==> src/design/ils_pkg.sv <==
// Shared constants and types for the indexed list store.
package ils_pkg;

  localparam int CAPACITY = 16;
  localparam int ADDR_W   = $clog2(CAPACITY);
  localparam int CNT_W    = $clog2(CAPACITY + 1);
  localparam int DATA_W   = 32;

  localparam logic [1:0] OP_APPEND = 2'd0;
  localparam logic [1:0] OP_REMOVE = 2'd1;
  localparam logic [1:0] OP_READ   = 2'd2;
  localparam logic [1:0] OP_CLEAR  = 2'd3;

  localparam logic [CNT_W-1:0] CNT_FULL = CNT_W'(CAPACITY);
  localparam logic [DATA_W-1:0] NO_VALUE = {DATA_W{1'b1}};

  typedef struct packed {
    logic              we;
    logic [ADDR_W-1:0] addr;
    logic [DATA_W-1:0] data;
  } ram_wr_t;

endpackage

==> src/design/indexed_list_store.sv <==
// Indexed list store: append, remove with close-up, read and clear over one slot RAM.
// Each accepted item goes to EXEC, where append, clear, failed requests and removal
// of the last element end; a valid read then passes RDW, other valid removes SHIFT
// (one RAM read/write step per element moved down). busy drops in the strobe cycle,
// so the next item may start then. The receiver cannot stall the result strobe.
// Synchronous active-low reset empties the list; slot contents are left as they are.
module indexed_list_store (
  input  logic                       clk,
  input  logic                       rst_n,
  input  logic                       start,
  output logic                       busy,
  input  logic [1:0]                 in_req_type,
  input  logic [ils_pkg::ADDR_W-1:0] in_position,
  input  logic signed [31:0]         in_new_value,
  output logic                       out_valid,
  output logic                       out_ok,
  output logic signed [31:0]         out_read_value,
  output logic [ils_pkg::CNT_W-1:0]  out_count,
  output logic                       out_is_empty
);

  localparam logic [1:0] ST_IDLE  = 2'd0;
  localparam logic [1:0] ST_EXEC  = 2'd1;
  localparam logic [1:0] ST_RDW   = 2'd2;
  localparam logic [1:0] ST_SHIFT = 2'd3;

  logic [1:0]                 state_r, state_nxt;
  logic [ils_pkg::CNT_W-1:0]  cnt_r, cnt_nxt;
  logic [1:0]                 op_r;
  logic [ils_pkg::ADDR_W-1:0] pos_r;
  logic [ils_pkg::DATA_W-1:0] val_r;
  logic [ils_pkg::ADDR_W-1:0] idx_r, idx_nxt;

  logic                       out_valid_r, out_valid_nxt;
  logic                       out_ok_r, out_ok_nxt;
  logic [ils_pkg::DATA_W-1:0] out_rd_r, out_rd_nxt;

  ils_pkg::ram_wr_t           wr;
  logic [ils_pkg::ADDR_W-1:0] raddr;
  logic [ils_pkg::DATA_W-1:0] rdata;

  logic                       accept;
  logic [ils_pkg::CNT_W-1:0]  pos_ext, idx_ext;

  ils_ram u_ram (
    .clk   (clk),
    .wr    (wr),
    .raddr (raddr),
    .rdata (rdata)
  );

  assign accept  = start && (state_r == ST_IDLE);
  assign pos_ext = {1'b0, pos_r};
  assign idx_ext = {1'b0, idx_r};

  always_comb begin
    state_nxt     = state_r;
    cnt_nxt       = cnt_r;
    idx_nxt       = idx_r;
    out_valid_nxt = 1'b0;
    out_ok_nxt    = out_ok_r;
    out_rd_nxt    = out_rd_r;
    wr.we         = 1'b0;
    wr.addr       = idx_r;
    wr.data       = rdata;
    raddr         = pos_r;

    unique case (state_r)
      ST_IDLE: begin
        if (accept) begin
          state_nxt = ST_EXEC;
        end
      end
      ST_EXEC: begin
        out_rd_nxt = ils_pkg::NO_VALUE;
        unique case (op_r)
          ils_pkg::OP_APPEND: begin
            state_nxt     = ST_IDLE;
            out_valid_nxt = 1'b1;
            out_ok_nxt    = (cnt_r != ils_pkg::CNT_FULL);
            if (cnt_r != ils_pkg::CNT_FULL) begin
              wr.we   = 1'b1;
              wr.addr = cnt_r[ils_pkg::ADDR_W-1:0];
              wr.data = val_r;
              cnt_nxt = cnt_r + 1'b1;
            end
          end
          ils_pkg::OP_CLEAR: begin
            state_nxt     = ST_IDLE;
            out_valid_nxt = 1'b1;
            out_ok_nxt    = 1'b1;
            cnt_nxt       = '0;
          end
          ils_pkg::OP_READ: begin
            raddr = pos_r;
            if (pos_ext < cnt_r) begin
              state_nxt = ST_RDW;
            end else begin
              state_nxt     = ST_IDLE;
              out_valid_nxt = 1'b1;
              out_ok_nxt    = 1'b0;
            end
          end
          ils_pkg::OP_REMOVE: begin
            idx_nxt = pos_r;
            raddr   = pos_r + 1'b1;
            if (pos_ext + 1'b1 < cnt_r) begin
              // later elements exist: start moving them down
              state_nxt = ST_SHIFT;
            end else begin
              state_nxt     = ST_IDLE;
              out_valid_nxt = 1'b1;
              out_ok_nxt    = (pos_ext < cnt_r);
              if (pos_ext < cnt_r) begin
                cnt_nxt = cnt_r - 1'b1;
              end
            end
          end
          default: begin
            state_nxt = ST_IDLE;
          end
        endcase
      end
      ST_RDW: begin
        state_nxt     = ST_IDLE;
        out_valid_nxt = 1'b1;
        out_ok_nxt    = 1'b1;
        out_rd_nxt    = rdata;
      end
      ST_SHIFT: begin
        // rdata holds slot idx+1, issued last cycle
        wr.we   = 1'b1;
        wr.addr = idx_r;
        wr.data = rdata;
        idx_nxt = idx_r + 1'b1;
        raddr   = idx_r + 2'd2;
        if (idx_ext + 2'd2 >= cnt_r) begin
          state_nxt     = ST_IDLE;
          out_valid_nxt = 1'b1;
          out_ok_nxt    = 1'b1;
          out_rd_nxt    = ils_pkg::NO_VALUE;
          cnt_nxt       = cnt_r - 1'b1;
        end
      end
      default: begin
        state_nxt = ST_IDLE;
      end
    endcase
  end

  always_ff @(posedge clk) begin
    if (!rst_n) begin
      state_r     <= ST_IDLE;
      cnt_r       <= '0;
      out_valid_r <= 1'b0;
    end else begin
      state_r     <= state_nxt;
      cnt_r       <= cnt_nxt;
      out_valid_r <= out_valid_nxt;
    end
  end

  always_ff @(posedge clk) begin
    if (accept) begin
      op_r  <= in_req_type;
      pos_r <= in_position;
      val_r <= in_new_value;
    end
    idx_r    <= idx_nxt;
    out_ok_r <= out_ok_nxt;
    out_rd_r <= out_rd_nxt;
  end

  assign busy           = (state_r != ST_IDLE);
  assign out_valid      = out_valid_r;
  assign out_ok         = out_ok_r;
  assign out_read_value = out_rd_r;
  assign out_count      = cnt_r;
  assign out_is_empty   = (cnt_r == '0);

endmodule

==> src/design/ils_ram.sv <==
// Slot storage: one write port, one read port with registered data.
module ils_ram (
  input  logic                      clk,
  input  ils_pkg::ram_wr_t          wr,
  input  logic [ils_pkg::ADDR_W-1:0] raddr,
  output logic [ils_pkg::DATA_W-1:0] rdata
);

  logic [ils_pkg::DATA_W-1:0] mem_r [ils_pkg::CAPACITY];
  logic [ils_pkg::DATA_W-1:0] rdata_r;

  always_ff @(posedge clk) begin
    if (wr.we) begin
      mem_r[wr.addr] <= wr.data;
    end
  end

  always_ff @(posedge clk) begin
    rdata_r <= mem_r[raddr];
  end

  assign rdata = rdata_r;

endmodule

==> config.mk <==
export PLATFORM = sky130hd
export DESIGN_NAME = indexed_list_store
export DESIGN_NICKNAME = d
export VERILOG_FILES = /design/src/design/ils_pkg.sv /design/src/design/indexed_list_store.sv /design/src/design/ils_ram.sv
export SDC_FILE = /design/constraint.sdc
export NUM_CORES = 1
export LEC_CHECK = 0
export BUFFER_PORTS_ARGS = -buffer_cell sky130_fd_sc_hd__buf_2
export CAP_MARGIN = 20
export CORE_MARGIN = 4
export CORE_UTILIZATION = 45
export DETAILED_ROUTE_END_ITERATION = 10
export SYNTH_ARGS = -nofsm -noshare
export SYNTH_HDL_FRONTEND = slang
export SYNTH_SLANG_ARGS = --single-unit
==> constraint.sdc <==
create_clock -name clk -period 10.3 [get_ports clk]
set_input_delay 2.06 -clock clk [delete_from_list [all_inputs] [get_ports clk]]
set_output_delay 2.06 -clock clk [all_outputs]
set_load 0.005 [all_outputs]
* After elaboration in Yosys (flattened, before gate mapping) *
Memory sizes are Yosys's and may differ from the RTL's. A register that Yosys moved wholly into a read port is not among the register bits.
Cells that the tools add are included.

word-level totals
  logic and storage cells = 81
  bits in registers = 83
  output and inout port bits = 41
  bits in writable memories = 512
  memories = 1
  input bits = 41

cells by class
  $add $sub $neg = 7
  reductions and logical operators = 13
  eq/ne operators = 15
  order comparisons = 3
  muxes and demuxes = 33

memories
  name         depth  width  read ports  clocked after Yosys merged registers in  write ports  line          RTL
  u_ram.mem_r  16     32     1           1                                        1            ils_ram.sv:9  logic [ils_pkg::DATA_W-1:0] mem_r [ils_pkg::CAPACITY];

operators by type and width
  cell                                                           number
  32-bit case mux with 3 select lines                            1
  37-bit two-way mux                                             2
  37-bit case mux with 2 select lines                            1
  32-bit two-way mux                                             1
  5-bit two-way mux                                              4
  4-bit case mux with 2 select lines                             2
  5-bit case mux with 3 select lines                             1
  3-bit inequality test, second input constant                   4
  5-bit case mux with 2 select lines                             1
  1-bit case mux with 3 select lines                             3
  4-bit by 1-bit adder with 4-bit output, second input constant  2
  2-bit == test, second input constant                           4
  1-bit two-way mux                                              8
  2-bit two-way mux                                              4
  4-bit two-way mux                                              2
  2-bit case mux with 4 select lines                             1
  2-bit inequality test, second input constant                   3
  2-bit case mux with 3 select lines                             1
  2-bit AND reduction                                            3
  6-bit AND reduction                                            1
  4-bit by 1-bit adder with 5-bit output, second input constant  1
  4-bit by 2-bit adder with 5-bit output, second input constant  1
  5-bit by 1-bit adder with 5-bit output, second input constant  1
  5-bit greater-or-equal comparator                              1
  other kinds (15)                                               18

* Depth between registers and ports, before layout *
  depth after elaboration = 6
  depth in mapped cells = 11
  depth with buffers taken out = 9

* Modules after synthesis *
Synthesis repeated with hierarchy kept, for this count alone.

unflattened totals
  cells, all modules = 1163
  area, all modules = 24145.7 µm²

by module, submodules not included
  module              instances  cells an instance  seq. area each (µm²)  area an instance (µm²)
  ils_ram             1          838                16015.4               19835.3
  indexed_list_store  1          325                2412.3                4310.4

* Worst setup path after synthesis *
Ideal clock, no wire load.

  kind = register to register
  start point = reg cnt_r (netlist bit out_count[0])
  end point = mem u_ram.mem_r[1][0] in the netlist's numbering, enable pin
  setup slack = 6.639 ns
  clock period less this slack = 3.661 ns
  stages on the path, launching flop included = 11
  buffers on the path = 3
  arrival time = 3.240 ns
  library setup time = 0.421 ns
  data required time = 9.879 ns
  path through = dfxtp_1 -> clkbuf_1 -> inv_1 -> ha_1 -> a31oi_1 -> nand3b_1 -> clkbuf_1 -> buf_2 -> nor3_1 -> a31oi_1 -> nor2_1

between the ends
  word-level cells in the longest chain between the ends = 6

ends and longest elaborated chain
  item                                     line                       RTL
  from (decl)                              indexed_list_store.sv:28   logic [ils_pkg::CNT_W-1:0] cnt_r, cnt_nxt;
  from (signal assigned)                   indexed_list_store.sv:158  cnt_r <= cnt_nxt;
  5-bit inequality test                    indexed_list_store.sv:81   if (cnt_r != ils_pkg::CNT_FULL) begin
  37-bit two-way mux (*)                   indexed_list_store.sv:81
  37-bit two-way mux (*)                   indexed_list_store.sv:76   unique case (op_r)
  37-bit case mux with 2 select lines (*)  indexed_list_store.sv:68   unique case (state_r)
  1-bit two-way mux                        ils_ram.sv:13              if (wr.we) begin
  1-bit two-way mux (implied by the code)  ils_ram.sv:14              mem_r[wr.addr] <= wr.data;
  to (decl)                                ils_ram.sv:9

Every way passes the cells marked *; elsewhere a longest branch is shown, timed or not.

* Worst setup path in the final report *
  start point = reg op_r[1]
  end point = reg u_ram.rdata_r (netlist bit u_ram.rdata[7]), read port of u_ram.mem_r

between the ends
  word-level cells in the longest chain between the ends = 3

ends and longest elaborated chain
  item                                      line                       RTL
  from (decl)                               indexed_list_store.sv:29   logic [1:0] op_r;
  from (signal assigned)                    indexed_list_store.sv:165  op_r <= in_req_type;
  2-bit by 1-bit == test with 1-bit output  indexed_list_store.sv:76
  4-bit two-way mux                         indexed_list_store.sv:76
  4-bit case mux with 2 select lines        indexed_list_store.sv:68
  to (decl)                                 ils_ram.sv:10              logic [ils_pkg::DATA_W-1:0] rdata_r;

No other way between the ends.
A chain may end at the register's enable or synchronous reset.

==> reports/results.ini <==
[floorplan]
num_rows=84
die_h_microns=240
die_area_sq_um=57800
ioPinCount=82
core_area_sq_um=53000
start_util_pct=45.9
die_w_microns=240

[worst_hold_path]
worst_hold_path_type=reg -> reg

[synth]
synthTopCellsByArea=edfxtp_1, mux4_2, dfxtp_1
netlist_instances=1184
synth-seq-area-share_pct=75.8
yosysTopAreaCell=edfxtp_1
synth-seq-cells=627
async_flop_share_pct=0
synth_fp_nets=1247
synthFlopType=edfxtp_1
synth_commonest_cells=edfxtp_1, mux4_2, dfxtp_1, nor2b_1, nand2b_1
yosysMostFrequentCell=edfxtp_1
synth_top_area_share_pct=72.5
synth_edf_count=587
synth_cell_types=54
avgSynthCellArea_sq_um=20.5
synth.cell_area_sq_um=24300
synth_warnings=0

[global_route]
grt_pass1_vias=12200
antenna_found_initial=0
grt-ovfl-total=0
grt.total_usage_pct=18.4
grt_pass1_wl_mm=78.1
grt_max_degree=50

[power_and_ir_drop]
power.density_nw_per_um2=211
max-vdd-ir-drop_uv=114
p_comb_share_pct=8.3
p_leak_uw=0.00911
switching_share_pct=21.8
p_seq_share_pct=50.8
p_switching_uw=1280
fin_total_pwr_uw=5880
clkPwrFrac_pct=40.9
internal_power_uw=4600

[final_layout]
antenna_cells=0
fin_cells=2052
fin_area_sq_um=27900
nNetsFinal=1372
area_growth_syn_to_layout_pct=14.7
drive_above_1_share_pct=29.2

[cts]
cts_tree=done
hold_buffers=0
cts_buffer_depth=3
clk_pin_slew_worst_paths_ps=60
h-tree-depth=3
clkLatencyLatePin_ps=580
numCtsBuffers=68
cts-root-buf=clkbuf_16
clock_sink_count=627
cts_resized=0
postCtsSetupRepairBufs=0

[setup_path]
crit_path_frequent_cell=buf_4
critPathKind=reg -> reg
arrival_ps=4750
worst-path-max-fanout=49
endpoint_kind=flip-flop
cp.required_ps=10760
cp_cell_sequence=inv_1 -> ha_1 -> nor2_1 -> a32o_1 -> a221oi_4 -> buf_4 -> buf_4 -> mux4_2 -> a22o_1 -> a211o_1
critical_path.startpoint_type=flip-flop
cp_slowest_cell=buf_4
critPathMaxStageDelay_ps=900

[route]
drc=0
drt-initial-drc-count=1154
top_layer=met4
ant_nets=0
avgViaCountPerCell=5.68
routed-wl-met3_mm=2.55
wl_met2_mm=25.3
routed_wl_mm=52.5
wl_per_cell_microns=25.6
drtPass1Iterations=5
via_count=11700
wirelength_met1_mm=23.7

[placed_design]
dp.cells=1926
hpwl_mm=26.4
placed_area_sq_um=25600
port_buffers=81
gp_congestion=0.757

[sta]
min_period_ps=4290
fin_crit_sh_pct=41.6
setup_viol=0
relSlewSlack_pct=31.6
hold_viol=0
rsz0062_at_grt=no
max_freq_mhz=233
slew_violations=0
fin_tns_setup_ps=0
fin_worst_skew_ps=15.7
worst_pin_slew_ps=1020

[outcome]
outcome=complete, no violations

[flow_run]
cap_viol_max_count=0

## placed cells by master, fill, tap and decap left out, types with 12 or more instances in the layout
master and instances:
edfxtp_1 587, mux4_2 128, buf_2 81, clkbuf_16 72, dfxtp_1 40, nor2b_1 35, nand2b_1 35, mux2_2 33
a211o_1 33, buf_4 33, a22o_1 32, nand2_1 25, ha_1 22, clkbuf_1 20, nor2_4 19, o21ai_0 16
nor2_1 15, inv_1 14, a21oi_1 12
## cell type report
cell class                      count  area (sq um)
Fill cell                        4224         25100
Inverter                           15          56.3
Timing Repair Buffer              115           661
Clock buffer                      101          2000
Multi-Input combinational cell    482          5640
Tap cell                          688           861
Clock inverter                     24           240
Sequential cell                   627         18400
## state kept, by name (all words and copies together) (netlist names), 4 cells and up
| register | flops |
|---|---|
| u_ram.mem_r | 512 |
| out_count | 5 |
| idx_r | 4 |
| u_ram.rdata | 32 |
| val_r | 32 |
| out_read_value | 32 |
| pos_r | 4 |
## worst max-delay path: cells and delay by family (launching register included)
kind	cells	cell delay, ps
flops	1	420
buf+inv	3	1680
mux	1	600
compound gates	4	930
simple gates	1	80
fa+ha+maj	1	430
## per-stage QoR
stage | util (%) | hold WS [ps] | worst slack, ps
floorplan | - | 481 | 6640
finish | 52.6 | 508 | 6010
CTS | 52.6 | 509 | 5870
detailed placement | 48.4 | 496 | 5900
global route | 52.6 | 534 | 5580
global placement | 48.4 | 490 | 5930
## cell families (layout without fill, tap and decap cells)
group                      count (synthesis)  in the layout  share of synthesized area [%]
DFF                                      627            627                           75.8
AOI/OAI and AO/OA                        124            124                           3.92
xor gates and xnor gates                   5              5                          0.180
adders and majority gates                 22             22                           1.13
and+or+nand+nor                          165            165                           3.62
muxes                                    166            166                           13.6
buffers and inverters                     75            255                           1.76
## per-layer routing
layer / GRT usage [%] / up-vias
met5: 0 / -
met3: 3.69 / 74
li1: - / 5109
met2: 29.4 / 287
met1: 26.3 / 6183
met4: 4.67 / 0
## path summary, 6_finish.rpt
check / start / cells past startpoint / slack, ps / to
worst max-delay path: op_r[1]$_DFFE_PP_ / 10 / 6010 / u_ram.rdata[7]$_DFF_P_
worst min-delay path: u_ram.rdata[1]$_DFF_P_ / 1 / 510 / out_read_value[1]$_SDFFCE_PN1P_
worst max register to register: op_r[1]$_DFFE_PP_ / 10 / 6010 / u_ram.rdata[7]$_DFF_P_
worst min register to register: u_ram.rdata[1]$_DFF_P_ / 1 / 510 / out_read_value[1]$_SDFFCE_PN1P_
## power groups by stage
stage	Combinational (uW)	Clock [uW]	Sequential [uW]
3_3_place_gp	480	0	3040
2_1_floorplan	368	0	3020
5_1_grt	536	2570	2990
4_1_cts	496	2470	2980
6_report	489	2400	2980
3_5_place_dp	495	0	3030
(Power assumes the default switching activity.)
